$ cat config.mk
export PLATFORM = sky130hd
export DESIGN_NAME = rac_ram
export DESIGN_NICKNAME = d
export VERILOG_FILES = /design/src/rtl/rac_ram.sv
export SDC_FILE = /design/constraint.sdc
export NUM_CORES = 2
export LEC_CHECK = 0
export BUFFER_PORTS_ARGS = -buffer_cell sky130_fd_sc_hd__buf_2
export CORE_MARGIN = 4
export CORE_UTILIZATION = 35
export CTS_CLUSTER_DIAMETER = 120
export DETAILED_ROUTE_END_ITERATION = 16
export SLEW_MARGIN = 20
export SYNTH_ARGS = -nofsm -noshare
export SYNTH_HDL_FRONTEND = slang
export SYNTH_SLANG_ARGS = --single-unit
export TNS_END_PERCENT = 30
$ cat constraint.sdc
create_clock -name clk -period 3 [get_ports clk]
set_input_delay 0.9 -clock clk [delete_from_list [all_inputs] [get_ports clk]]
set_output_delay 0.9 -clock clk [all_outputs]
set_load 0.01 [all_outputs]
$ cat src/rtl/rac_ram.sv
module rac_ram #(
    parameter int WIDTH = 16,
    parameter int DEPTH = 256
) (
    input  logic                     clk,
    input  logic                     we,
    input  logic [$clog2(DEPTH)-1:0] waddr,
    input  logic [WIDTH-1:0]         wdata,
    input  logic [$clog2(DEPTH)-1:0] raddr,
    output logic [WIDTH-1:0]         rdata
);

    logic [WIDTH-1:0] mem [DEPTH];
    logic [WIDTH-1:0] rdata_reg;

    always_ff @(posedge clk)
    begin
        if (we)
        begin
            mem[waddr] <= wdata;
        end
        rdata_reg <= mem[raddr];
    end

    assign rdata = rdata_reg;

endmodule

==> out/metrics.csv <==
stage,metric,value,unit
placed_design,Cells after DPL,14070,
grt,initial antenna violation count,36,
route,drt drc,0,
timing,slew margin rel.,0.3630,
timing,"Period Utilization, post-route",1.011,
critical_path,CP bufs+invs,7,
clocking,clock slew at reported path FFs,0.07,ns
route,final wirelength,440000,um
min_path,HP Class,in -> reg,
clocking,maximum root-to-sink buffer count,4,
timing,fin worst setup slack,-0.03357,ns
final_layout,fin util,0.4195,
synth,post-synth top area share,0.7750,
final_layout,share of layout cells above drive strength 1,0.3133,
synth,largest area contributor in the netlist,edfxtp_1,
placed_design,detailed placement HPWL,281800,um
route,DRT antenna net count,0,
clocking,clock sinks,4112,
final_layout,Non-Filler Instances,14820,
route,drt first pass iters,6,
synth,Synth Instances,7360,
timing,RSZ-0062 raised after global routing,yes,
final_layout,Area growth syn-to-layout,19.51,%
timing,Max Freq,329.6,MHz
critical_path,reg2reg start,mem[59][9],
route,WL/cell,29.70,um
timing,Final min period,3.034,ns
floorplanning,DIE HEIGHT,681.4,um
grt,vias in the first global route,81860,
clocking,H-tree levels,5,
final_layout,max reg flops,4096,
synth,Synth Net Count,7394,
floorplanning,Core Footprint,452100,um2
synth,Synth Flop Type,edfxtp_1,
critical_path,most frequent CP cell,buf_12,
clocking,post-CTS setup buffer count,0,
critical_path,Critical Path RT,3.86,ns
run,max cap viols,0,
grt,grt total ovfl,0,
critical_path,CP cell instances,buf_12 -> buf_12 -> buf_12 -> buf_12 -> buf_12 -> buf_4 -> mux2i_1 -> o221ai_1 -> o22ai_1 -> nor3_1 -> nor3_1 -> buf_4 -> nor4_1,
synth,synth top area cells,"edfxtp_1 (77%), mux4_2 (11%), mux2i_1 (3.6%)",
synth,Synth async-reset ratio,0,
route,Vias,81890,
clocking,CTS tree,done,
critical_path,CP max stage cell,nor3_1,
critical_path,crit path capture type,flip-flop,
timing,Worst Tran Pin Value,0.9555,ns
synth,mapped cell area,158700,um2
power_and_ir_drop,Leak,60.96,nW
clocking,root buffer cell,clkbuf_16,
floorplanning,io pins,50,
critical_path,CP arrival,3.89,ns
grt,GR Util All Layers,0.1861,
synth,count of state elements after synthesis,4112,
route,vias per cell,5.528,
critical_path,CP Launch Type,primary input,
min_path,Hold Path Origin,wdata[15],
timing,Worst Skew,0.06755,ns
critical_path,critical path peak fanout,24,
clocking,TritonCTS buffer count,395,
power_and_ir_drop,PwrDens,635.1,nW/um2
placed_design,port bufs,49,
clocking,clk_lat worst skew,0.96,ns
grt,first-pass GRT wire length,623900,um
floorplanning,Chip Width,681.4,um
critical_path,"delay-heaviest family, CP",buffers and inverters,
synth,Syn. warnings,0,
synth,Post-synth EDFFs,4096,
synth,"count leader, synth",edfxtp_1,
run_status,outcome,"complete, but fails checks",
run_status,failing checks,negative setup slack,
synth,Avg Inst Size Synth,21.56,um2
synth,sequential area share after synthesis,0.7770,
placed_design,GP Congestion,0.8810,
timing,final hold viol count,0,
power_and_ir_drop,power after layout,120.5,mW
route,DR iter-0 viols,10500,
floorplanning,FP Rows,247,
final_layout,fin nets,8527,
critical_path,Crit Path Category,in -> reg,
synth,Netlist cell types,52,
power_and_ir_drop,worst vdd ir,0.0004507,V
grt,largest net degree at the start of global routing,117,
critical_path,CP startpoint,raddr[0],
floorplanning,die footprint,464300,um2
timing,final setup vio count,2,
synth,synth cell count leaders,"edfxtp_1 (4096), mux4_2 (797), mux2i_1 (565)",
timing,Final Max Slew Viols,0,
floorplanning,initial core utilization,0.3510,
critical_path,Slowest Stage Delay on Critical Path,0.66,ns
==> cells by family after synthesis <==
| kind of cell | count (synthesis) | share of synthesized area |
|---|---|---|
| AOI/OAI and AO/OA | 786 | 0.03537 |
| and+or+nand+nor | 556 | 0.01574 |
| muxes | 1450 | 0.1550 |
| buffers and inverters | 456 | 0.01693 |
| DFF | 4112 | 0.7770 |
==> metrics by stage <==
stage | cell area [um2] | hold slack, ns | setup TNS, ns | setup WS (ns)
after floorplan | 158700 | 0.8538 | -78.68 | -0.06500
after global placement | 176600 | 1.023 | -15.24 | -1.395
after detailed placement | 176600 | 1.043 | -15.59 | -1.376
after CTS | 189600 | 0.2212 | -0.03882 | -0.03882
after global routing | 189700 | 0.2289 | -0.04482 | -0.04482
final | 189700 | 0.2777 | -0.04213 | -0.03357
==> placed cells by master (no fill, tap or decap), types with 17 or more instances in the layout <==
master,netlist,final
a211oi_1,18,18
a21oi_1,175,173
a221oi_1,28,28
a22o_1,32,32
a22oi_1,43,42
buf_12,5,301
buf_2,76,28
buf_4,26,840
buf_8,11,17
bufinv_16,0,43
clkbuf_1,230,70
clkbuf_16,0,399
clkinv_1,0,78
clkinv_2,0,77
clkinvlp_4,0,20
diode_2,0,18
edfxtp_1,4096,4096
mux2_2,88,88
mux2i_1,565,565
mux4_2,797,797
nand2_1,38,38
nand3_1,35,26
nand4_1,26,26
nor2_1,304,227
nor2_2,0,77
nor3_1,92,89
nor4_1,17,17
o21ai_0,37,37
o221ai_1,252,252
o22ai_1,148,148
o32ai_1,20,17
==> power breakdown <==
group          total [mW]  internal, mW  switching (mW)
registers            63.5          63.3           0.148
logic                6.99          2.77            4.22
clock network        50.0          28.4            21.6
==> path summary, 6_finish.rpt <==
path                       to  slack [ns]  cells past startpoint
setup / recovery     rdata[0]       -0.03                     13
hold / removal    mem[94][15]        0.28                      1
setup reg to reg     rdata[9]        0.19                      6
hold reg to reg      rdata[7]        1.06                      6
==> per-layer routing <==
metal / GRT usage / vias to the layer above / routed length (um)
li1: - / 33600 / -
met1: 0.2563 / 43950 / 176600
met2: 0.3023 / 3683 / 212400
met3: 0.02825 / 648 / 34910
met4: 0.06380 / 10 / 16040
met5: 0 / - / 64
==> timing repair <==
action / CTS / global route
resized for setup: 5 / 8
hold buffers: 0 / 0
endpoints found under the hold margin: 0 / 0
cloned: 0 / 0
endpoints found under the setup margin: 5 / 8
==> cell type report <==
cell class | instances | area (um2)
clock buffer | 473 | 10300
inverter | 4 | 27.53
tap | 5976 | 7477
timing repair buffer | 1188 | 12750
multi-input combinational | 2792 | 33050
fill | 38680 | 262500
clock inverter | 252 | 2701
sequential | 4112 | 123300
antenna | 18 | 45.04
Power figures use the tool's default switching activity.
