**src/rtl/rac_pkg.sv**
```systemverilog
package rac_pkg;

    // default delay line length, in samples
    localparam int WINDOW_LEN_DEF = 256;

    // field widths
    localparam int DATA_W    = 16;
    localparam int ROOT_W    = 15;
    localparam int CFG_IDX_W = 3;

    // shared multiplier operand and product widths
    localparam int MUL_A_W = 17;
    localparam int MUL_B_W = 33;
    localparam int MUL_P_W = MUL_A_W + MUL_B_W;

    // gain is q5.27
    localparam int GAIN_FRAC = 27;
    localparam logic signed [MUL_B_W-1:0] GAIN_ONE = MUL_B_W'(1) <<< GAIN_FRAC;
    localparam logic signed [MUL_P_W-1:0] OUT_ROUND = MUL_P_W'(1) <<< (GAIN_FRAC - 1);
    localparam logic signed [MUL_P_W-1:0] SAMPLE_MAX = MUL_P_W'(32767);
    localparam logic signed [MUL_P_W-1:0] SAMPLE_MIN = -MUL_P_W'(32768);

    // envelope update rounding and ceiling
    localparam logic [MUL_P_W-1:0] ENV_ROUND = MUL_P_W'(32768);
    localparam logic [DATA_W-1:0]  ENV_MAX   = 16'h7fff;

    // register reset values
    localparam logic [DATA_W-1:0] THRESHOLD_RST = 16'd32768;
    localparam logic [DATA_W-1:0] SLOPE_RST     = 16'd0;
    localparam logic [DATA_W-1:0] ATTACK_RST    = 16'd24109;
    localparam logic [DATA_W-1:0] RELEASE_RST   = 16'd24109;

    typedef enum logic [CFG_IDX_W-1:0] {
        CFG_THRESHOLD = 3'd0,
        CFG_SLOPE     = 3'd1,
        CFG_ATTACK    = 3'd2,
        CFG_RELEASE   = 3'd3
    } cfg_idx_t;

    typedef struct packed {
        logic busy;
        logic done;
    } root_stat_t;

    // bits of the running sum of squares: holds window_len * 2^30
    function automatic int sum_width(input int window_len);
        return $clog2(window_len + 1) + 30;
    endfunction

endpackage

```
**src/rtl/rac_mul.sv**
```systemverilog
module rac_mul (
    input  logic                                clk,
    input  logic signed [rac_pkg::MUL_A_W-1:0]  a,
    input  logic signed [rac_pkg::MUL_B_W-1:0]  b,
    output logic signed [rac_pkg::MUL_P_W-1:0]  p
);

    logic signed [rac_pkg::MUL_P_W-1:0] p_reg;

    // signed product, registered
    always_ff @(posedge clk)
    begin
        p_reg <= rac_pkg::MUL_P_W'(a) * rac_pkg::MUL_P_W'(b);
    end

    assign p = p_reg;

endmodule

```
**config.mk**
```make
export PLATFORM = sky130hd
export DESIGN_NAME = rac_mul
export DESIGN_NICKNAME = d
export VERILOG_FILES = /design/src/rtl/rac_pkg.sv /design/src/rtl/rac_mul.sv
export SDC_FILE = /design/constraint.sdc
export NUM_CORES = 2
export LEC_CHECK = 0
export BUFFER_PORTS_ARGS = -buffer_cell sky130_fd_sc_hd__clkbuf_2
export CORE_MARGIN = 4
export CORE_UTILIZATION = 55
export DETAILED_ROUTE_END_ITERATION = 8
export PLACE_DENSITY_LB_ADDON = 0.08
export SYNTH_ARGS = -nofsm -noshare
export SYNTH_HDL_FRONTEND = slang
export SYNTH_SLANG_ARGS = --single-unit
```
**constraint.sdc**
```tcl
create_clock -name clk -period 6.69 [get_ports clk]
set_input_delay 0.669 -clock clk [delete_from_list [all_inputs] [get_ports clk]]
set_output_delay 0.669 -clock clk [all_outputs]
set_load 0.01 [all_outputs]
```
==> impl_metrics.csv <==
group,metric,value,unit
synth,synth_cell_type_count,59,
routing,ant_nets,0,
global_routing,antenna_found_initial,3,
clock_tree,post_cts_buffers,0,
synth,synth_flop_cell,"dfxtp_1",
setup_path,cp-endpoint,"p[49]",
synth,synth_top_cell_by_area,"fa_1",
clock_tree,cts_tree,"built",
setup_path,max_stage_delay,0.61,ns
timing,worst_pin_slew,0.6160,ns
timing,tns,0,ns
clock_tree,cts.clk_slew.worst_paths,0.07,ns
setup_path,path_delay_family,"adder cells",
routing,route.detailed.drc,0,
finish,post-route-util,62.49,%
synth,async_flop_share,0,%
synth,synth.mux.area_fraction,0.09968,%
setup_path,cp-startpoint,"a[10]",
min_path,hold_class,"in -> reg",
clock_tree,cts.path.max_buffers,2,
finish,final_cell_mix,"fa_1 (536), inv_1 (511), nand2_1 (323)",
timing,setup_violations,0,
synth,synth_xor_area_share,2.181,%
finish,largest_reg_flops,50,
floorplan,rows,69,
timing,fmax,153.3,MHz
routing,drtPass1Iterations,5,
finish,final_common_cell,"fa_1",
clock_tree,cts_sinks,50,
floorplan,die_h,199.1,um
synth,synth_compound_area_share,4.716,%
setup_path,crit_type,"in -> reg",
synth,synthAdderAreaFrac,60.72,%
clock_tree,cts_root_buffer,"clkbuf_16",
clock_tree,cts_resized,0,
outcome,status,"complete, no violations",
floorplan,initial_core_util,56.05,%
timing,slew_headroom,58.50,%
clock_tree,cts.htree.levels,2,
timing,hold_viol,0,
finish,syn2layout_area_growth,11.49,%
synth,synth_area_leaders,"fa_1 (53%), inv_1 (9.6%), ha_1 (7.3%), and2_1 (7.2%), nand2_1 (6.0%)",
global_routing,overflow,0,
finish,nets,3036,
place,place.gp.congestion,0.8922,
synth,synth_top_family_by_area,"adder cells",
floorplan,fp.dieW,199.1,um
clock_tree,cts_hold_buf,0,
synth,synth_seq_cells,50,
setup_path,crit_arrival,6.74,ns
global_routing,globalRouteTotalUtil,27.57,%
synth,synth_nets,2858,
synth,avgSynthCellArea,9.324,um^2
timing,fin_crit_sh,97.51,%
timing,slew_viol_final,0,
run,drv_cap,0,
setup_path,crit_path_cell_trace,"buf_2 > buf_4 > nand2_1 > fa_1 > inv_1 > fa_1 > fa_1 > fa_1 > fa_1 > inv_1 > fa_1 > inv_1 > ha_1 > buf_4 > and3_1 > a21boi_0 > nor3_2 > a21oi_2 > a31o_4 > a211oi_1 > o21ai_1 > xnor2_1",
synth,ys_warn_count,0,
setup_path,start_kind,"primary input",
place,hpwl,44460,um
timing,fin_crit,6.524,ns
setup_path,cp.required,6.90,ns
finish,fin_area,22390,um^2
synth,synth_edf_count,0,
routing,wl_per_cell,18.25,um
setup_path,crit_buf_inv,6,
clock_tree,cts_made_buffers,5,
setup_path,cp-end-kind,"flop",
place,numPortBuffers,100,
floorplan,design.core.area,35830,um^2
synth,synth_cells,2154,
setup_path,cpMostUsedCell,"fa_1",
setup_path,cp_slowest_cell,"fa_1",
global_routing,grt_pass1_wl,85620,um
setup_path,path_max_fanout,18,
setup_path,cp_num_cells,22,
routing,vias_per_cell,5.312,
synth,synth_top_area_share,53.43,%
finish,drive_above_1_share,12.52,%
routing,num_vias,14847,
routing,drtIter0Drc,709,
global_routing,grt_pass1_vias,16790,
routing,drt_wl_total,51000,um
synth,ys_seq_area_share,4.984,%
floorplan,pin_count,101,
synth,yosys.area_share.simple,16.12,%
global_routing,grt_max_degree,34,
timing,rsz0062_at_grt,"false",
synth,syn_area,20080,um^2
place,dpl_cell_area,22220,um^2
floorplan,dieArea,39630,um^2
-- metal layers --
| layer | share of wire, % | vias to the layer above | track usage (%) |
|---|---|---|---|
| met4 | 2.8 | 6 | 7.801 |
| met5 | 0.082 | - | 0 |
| met1 | 40 | 7724 | 35.75 |
| met3 | 5.3 | 95 | 3.322 |
| met2 | 52 | 432 | 49.16 |
| li1 | - | 6590 | - |
-- per-stage QoR --
step | instances | worst slack (ns) | hold slack, ns
finish | 2795 | 0.1663 | 0.9822
global route | 2794 | 0.01191 | 0.9821
CTS | 2794 | 0.1914 | 0.9690
detailed placement | 2786 | -0.1496 | 1.057
global placement | 2786 | -0.1287 | 1.059
floorplan | 2154 | 0.5630 | 0.7963
-- cell usage after synthesis, drive strengths merged, types with 2 or more instances --
library cell and count:
a211oi 6, a21boi 2, a21o 18, a21oi 51
a221o 2, a221oi 3, a31o 5, a31oi 3
and2 232, and3 6, clkbuf 86, dfxtp 50
fa 536, ha 117, inv 511, mux2i 2
nand2 323, nand2b 14, nand3 9, nand3b 2
nand4 4, nor2 48, nor2b 7, nor3 12
nor4 2, o21a 5, o21ai 20, o21bai 9
or2 2, xnor2 40, xor2 10
-- cell type report --
cell class,instances,area (um^2)
clock inverter,2,16.27
fill,3104,13440
multi-input combinational,1506,16850
clock buffer,6,138.9
timing repair buffer,257,1879
tap,461,576.8
inverter,512,1922
antenna,1,2.502
sequential,50,1001
-- worst min path at each step --
stage,slack [ns],startpoint,cells past startpoint,to
final,0.98,b[0],3,p[0]
after global routing,0.98,b[0],3,p[0]
after CTS,0.97,b[0],3,p[0]
after detailed placement,1.06,p[0],1,p[0]
after global placement,1.06,p[26],1,p[26]
after floorplan,0.80,b[0],1,p[0]
-- worst min-delay path, cell delays in order --
cell and delay [ns]:
clkbuf_2 0.17, buf_4 0.24, and2_1 0.18
-- logic make-up after synthesis --
group,Yosys count
fa+ha+maj,653
compound gates,135
xor+xnor,50
simple gates,666
mux,2
flops,50
buf+inv,598
Power is not shown: default switching activity piles up to over one toggle a cycle in this logic, so the estimate is an artifact.
