--- src/rtl/rac_pkg.sv ---
package rac_pkg;

    // default delay line length, in samples
    localparam int WINDOW_LEN_DEF = 256;

    // field widths
    localparam int DATA_W    = 16;
    localparam int ROOT_W    = 15;
    localparam int CFG_IDX_W = 3;

    // shared multiplier operand and product widths
    localparam int MUL_A_W = 17;
    localparam int MUL_B_W = 33;
    localparam int MUL_P_W = MUL_A_W + MUL_B_W;

    // gain is q5.27
    localparam int GAIN_FRAC = 27;
    localparam logic signed [MUL_B_W-1:0] GAIN_ONE = MUL_B_W'(1) <<< GAIN_FRAC;
    localparam logic signed [MUL_P_W-1:0] OUT_ROUND = MUL_P_W'(1) <<< (GAIN_FRAC - 1);
    localparam logic signed [MUL_P_W-1:0] SAMPLE_MAX = MUL_P_W'(32767);
    localparam logic signed [MUL_P_W-1:0] SAMPLE_MIN = -MUL_P_W'(32768);

    // envelope update rounding and ceiling
    localparam logic [MUL_P_W-1:0] ENV_ROUND = MUL_P_W'(32768);
    localparam logic [DATA_W-1:0]  ENV_MAX   = 16'h7fff;

    // register reset values
    localparam logic [DATA_W-1:0] THRESHOLD_RST = 16'd32768;
    localparam logic [DATA_W-1:0] SLOPE_RST     = 16'd0;
    localparam logic [DATA_W-1:0] ATTACK_RST    = 16'd24109;
    localparam logic [DATA_W-1:0] RELEASE_RST   = 16'd24109;

    typedef enum logic [CFG_IDX_W-1:0] {
        CFG_THRESHOLD = 3'd0,
        CFG_SLOPE     = 3'd1,
        CFG_ATTACK    = 3'd2,
        CFG_RELEASE   = 3'd3
    } cfg_idx_t;

    typedef struct packed {
        logic busy;
        logic done;
    } root_stat_t;

    // bits of the running sum of squares: holds window_len * 2^30
    function automatic int sum_width(input int window_len);
        return $clog2(window_len + 1) + 30;
    endfunction

endpackage

--- src/rtl/rac_root.sv ---
module rac_root #(
    parameter int WINDOW_LEN = rac_pkg::WINDOW_LEN_DEF
) (
    input  logic                                          clk,
    input  logic                                          rst_n,
    input  logic                                          start,
    input  logic [rac_pkg::sum_width(WINDOW_LEN)-1:0]     value,
    output logic [rac_pkg::ROOT_W-1:0]                    root,
    output rac_pkg::root_stat_t                           stat
);

    localparam int SUM_W = rac_pkg::sum_width(WINDOW_LEN);
    localparam int TW    = SUM_W + 2;
    localparam int RW    = rac_pkg::ROOT_W;
    // (window_len + 1) * 2^(2k) for the top digit
    localparam logic [TW-1:0] C2_INIT = TW'(WINDOW_LEN + 1) << (2 * (RW - 1));

    // finds largest r with (window_len + 1) * r^2 <= value, one bit a cycle
    // q = d * r^2, p = d * r * 2^(k+1), c2 = d * 2^(2k), d = window_len + 1
    logic [TW-1:0] s_reg,  s_next;
    logic [TW-1:0] q_reg,  q_next;
    logic [TW-1:0] p_reg,  p_next;
    logic [TW-1:0] c2_reg, c2_next;
    logic [RW-1:0] bit_reg, bit_next;
    logic [RW-1:0] root_reg, root_next;
    logic [TW-1:0] trial;
    logic          fits;

    assign trial = q_reg + p_reg + c2_reg;
    assign fits  = (trial <= s_reg);

    always_comb
    begin
        s_next    = s_reg;
        q_next    = q_reg;
        p_next    = p_reg;
        c2_next   = c2_reg;
        bit_next  = bit_reg;
        root_next = root_reg;
        if (start)
        begin
            s_next    = TW'(value);
            q_next    = '0;
            p_next    = '0;
            c2_next   = C2_INIT;
            bit_next  = {1'b1, {(RW - 1){1'b0}}};
            root_next = '0;
        end
        else if (|bit_reg)
        begin
            if (fits)
            begin
                q_next    = trial;
                p_next    = (p_reg >> 1) + c2_reg;
                root_next = root_reg | bit_reg;
            end
            else
            begin
                p_next = p_reg >> 1;
            end
            c2_next  = c2_reg >> 2;
            bit_next = bit_reg >> 1;
        end
    end

    always_ff @(posedge clk or negedge rst_n)
    begin
        if (!rst_n)
        begin
            bit_reg <= '0;
        end
        else
        begin
            bit_reg <= bit_next;
        end
    end

    always_ff @(posedge clk)
    begin
        s_reg    <= s_next;
        q_reg    <= q_next;
        p_reg    <= p_next;
        c2_reg   <= c2_next;
        root_reg <= root_next;
    end

    assign root      = root_reg;
    assign stat.busy = |bit_reg;
    assign stat.done = bit_reg[0];

endmodule

--- config.mk ---
export PLATFORM = sky130hd
export DESIGN_NAME = rac_root
export DESIGN_NICKNAME = d
export VERILOG_FILES = /design/src/rtl/rac_pkg.sv /design/src/rtl/rac_root.sv
export SDC_FILE = /design/constraint.sdc
export NUM_CORES = 1
export LEC_CHECK = 0
export BUFFER_PORTS_ARGS = -buffer_cell sky130_fd_sc_hd__buf_4
export CORE_ASPECT_RATIO = 1.5
export CORE_MARGIN = 5
export CORE_UTILIZATION = 63
export CTS_CLUSTER_SIZE = 16
export DETAILED_ROUTE_END_ITERATION = 6
export PLACE_DENSITY_LB_ADDON = 0.15
export REMOVE_ABC_BUFFERS = 1
export SYNTH_ARGS = -nofsm -noshare
export SYNTH_HDL_FRONTEND = slang
export SYNTH_SLANG_ARGS = --single-unit
--- constraint.sdc ---
create_clock -name clk -period 7 [get_ports clk]
set_input_delay 1.05 -clock clk [delete_from_list [all_inputs] [get_ports clk]]
set_output_delay 1.05 -clock clk [all_outputs]
set_load 0.01 [all_outputs]
==> flow_summary.json <==
{
  "synth.distinct_cells": 64,
  "rrSetupSlack_ns": 0.57,
  "drt_wl_total_um": 29130,
  "wl_met1_um": 11090,
  "cp-end-kind": "flip-flop",
  "async_flop_share_pct": 8.824,
  "yosysWarnings": 0,
  "gp_congestion": 0.9466,
  "tightest_slew_ns": 0.8293,
  "layout_common_cells": "nand2_1 (141), a21oi_1 (137), ha_1 (119)",
  "seq_area_um2": 3869,
  "drive_above_1_share_pct": 9.294,
  "portBuffers": 58,
  "yosys.area_share.adder_pct": 16.81,
  "yosys.area_share.simple_pct": 15.90,
  "yosys-top-cells-area": "dfxtp_1 (21%), ha_1 (13%), edfxtp_1 (10%)",
  "die_w_um": 119.0,
  "synth_top_cell_by_area": "dfxtp_1",
  "synth-xor-area-share_pct": 4.209,
  "fp.dieArea_um2": 20660,
  "rsz0062_at_grt": "false",
  "hold_path_class": "in -> async",
  "final_common_cell": "nand2_1",
  "cts_root_buf": "clkbuf_16",
  "routedWlPerCell_um": 18.70,
  "crit_required_ns": 7.33,
  "route.met3.wl_um": 1112,
  "synth_area_um2": 11240,
  "grt_use_total_pct": 28.17,
  "clock_skew_ns": 0.01511,
  "setup_viol": 0,
  "overflow": 0,
  "crit_buf_inv": 5,
  "outcome": "finished clean",
  "cts_tree": "done",
  "wl_met2_um": 15450,
  "timing.final.crit_share_pct": 91.89,
  "worstPathCellList": "inv_1 > fa_1 > inv_1 > fa_1 > a21o_1 > a221oi_1 > buf_4 > o211ai_1 > a21o_1 > a2111oi_1 > o21ai_0 > a31oi_1 > o21ai_0 > xor2_1 > ha_1 > a211oi_1 > nand2_1 > o31ai_1 > o311a_1 > buf_4 > and2_2 > buf_12 > nor3_1 > a2111oi_2",
  "path_max_fanout": 59,
  "avgSynthCellArea_um2": 8.624,
  "ios": 59,
  "clock_sinks": 170,
  "die_h_um": 173.6,
  "slew_viol_final": 0,
  "dpl.hpwl_um": 21230,
  "worstSetupPathType": "reg -> reg",
  "fin_nets": 1513,
  "fin_tns_setup_ns": 0,
  "maxCapViolCount": 0,
  "hold_viol": 0,
  "core_um2": 17420,
  "synth-edff-count": 39,
  "synth_top_area_share_pct": 20.67,
  "pre_cts_ws_ns": 0.6802,
  "area_delta_synth_final_pct": 10.37,
  "cp_top_family": "compound AO/OA/AOI/OAI gates",
  "clock_latency_ns": 0.44,
  "diodes": 0,
  "syn_inst": 1303,
  "dr_total_vias": 9916,
  "cts_buffers": 17,
  "synth_top_family_by_area": "compound AO/OA/AOI/OAI gates",
  "clock.fmax_mhz": 155.5,
  "top_layer_used": "met4",
  "cp_slowest_cell": "fa_1",
  "critPathMaxStageDelay_ns": 0.50,
  "cts_setup_buffers": 0,
  "pwr_density_cell_nw_per_um2": 338.7,
  "antenna_found_initial": 0,
  "cts_hold_buf": 0,
  "ant_nets": 0,
  "grt_pass1_wl_um": 47830,
  "seq_area_frac_synth_pct": 34.43,
  "synth.area.mux_share_pct": 1.492,
  "htreeDepth": 4,
  "max-vdd-ir-drop_mv": 0.2216,
  "drc": 0,
  "p_leak_nw": 5.686,
  "via_per_inst": 6.365,
  "grt_pass1_vias": 9920,
  "finalCriticalPeriod_ns": 6.433,
  "fillCellCount": 1399,
  "synth_flop_cell": "dfxtp_1",
  "first_pass_iters": 5,
  "cts_buffer_depth": 2,
  "setup_slack_ns": 0.5674,
  "drtIter0Drc": 636,
  "synth-compound-area-share_pct": 21.26,
  "std_cell_rows": 59,
  "slew_headroom_pct": 44.65,
  "multi_input_area_um2": 6708,
  "initial_core_util_pct": 64.50,
  "synth_seq_cells": 170,
  "arrival_ns": 6.76,
  "path_clk_slew_ns": 0.08,
  "grt_max_degree": 75,
  "setup.worst_path.start_class": "flip-flop"
}
-- cells by family after synthesis --
group,Yosys count
buffers and inverters,170
flip-flops,170
XOR/XNOR,54
AO/OA/AOI/OAI,371
AND/OR/NAND/NOR,383
adder cells (fa/ha/maj),139
multiplexers,16
-- per-stage QoR --
stage	instances	instance area [um2]	hold slack, ns	utilization [%]	total power (W)
finish	1558	12400	0.4477	71.19	0.004200
global route	1558	12400	0.4463	71.19	0.004490
CTS	1558	12400	0.4429	71.18	0.004191
detailed placement	1526	11800	0.4474	67.75	0.003230
global placement	1526	11800	0.4438	67.75	0.003185
floorplan	1241	10980	0.4303	-	0.002621
-- area by class of cell --
cell class	count	area share, %
multi-input cells	963	54.09
flip-flops and latches	170	31.19
well taps	213	2.149
clock inverters	15	1.392
repair buffers	72	4.459
inverters	108	3.289
clock buffers	17	3.430
-- Yosys cell counts, drive strengths merged, types with 4 or more instances --
cell / instances
nand2: 141
a21oi: 137
ha: 119
dfxtp: 116
inv: 108
nor2: 72
nand3: 63
clkbuf: 46
o21ai: 42
edfxtp: 39
a31oi: 37
a21o: 36
xnor2: 35
a211oi: 25
nor3: 21
fa: 20
nand4: 20
nor2b: 20
xor2: 19
buf: 16
dfrtp: 15
o211ai: 15
o31ai: 14
and3: 11
mux2i: 10
o21a: 8
and2: 7
a2111oi: 6
a21boi: 6
and4: 6
mux2: 6
o21bai: 6
a221o: 5
a31o: 5
nand3b: 5
a221oi: 4
nor3b: 4
nor4: 4
or2: 4
-- timing repair --
action,CTS,global route
setup endpoints to repair,0,1
gates resized for setup,0,1
endpoints found under the hold margin,0,0
-- layer usage --
layer	track usage, %	vias up
met1	31.36	4730
met5	0	-
met2	51.50	342
met3	3.493	105
li1	-	4739
met4	15.18	0
-- worst paths after layout --
kind                           start  cells after the start           to
max in group asynchronous      rst_n                      1   bit_reg[5]
min                            rst_n                      1  bit_reg[11]
max reg2reg                 p_reg[2]                     24    p_reg[34]
max                         p_reg[2]                     24    p_reg[34]
min reg2reg                q_reg[30]                      2    q_reg[30]
min in group clk           q_reg[30]                      2    q_reg[30]
-- worst register-to-register path, stage by stage, from the launching register on --
cell and delay [ns]:
dfxtp_1 0.42, inv_1 0.09, fa_1 0.50, inv_1 0.07
fa_1 0.46, a21o_1 0.22, a221oi_1 0.28, buf_4 0.19
o211ai_1 0.13, a21o_1 0.21, a2111oi_1 0.44, o21ai_0 0.20
a31oi_1 0.31, o21ai_0 0.16, xor2_1 0.19, ha_1 0.22
a211oi_1 0.33, nand2_1 0.10, o31ai_1 0.26, o311a_1 0.24
buf_4 0.32, and2_2 0.25, buf_12 0.29, nor3_1 0.12
a2111oi_2 0.36
-- where the power goes --
group / total [W] / internal (W) / switching, W
Clock: 0.000948 / 0.000483 / 0.000465
Sequential: 0.00130 / 0.00115 / 0.000147
Combinational: 0.00195 / 0.000719 / 0.00123
Total: 0.00420 / 0.00236 / 0.00184
No activity file was read; power rests on OpenSTA's default activity.
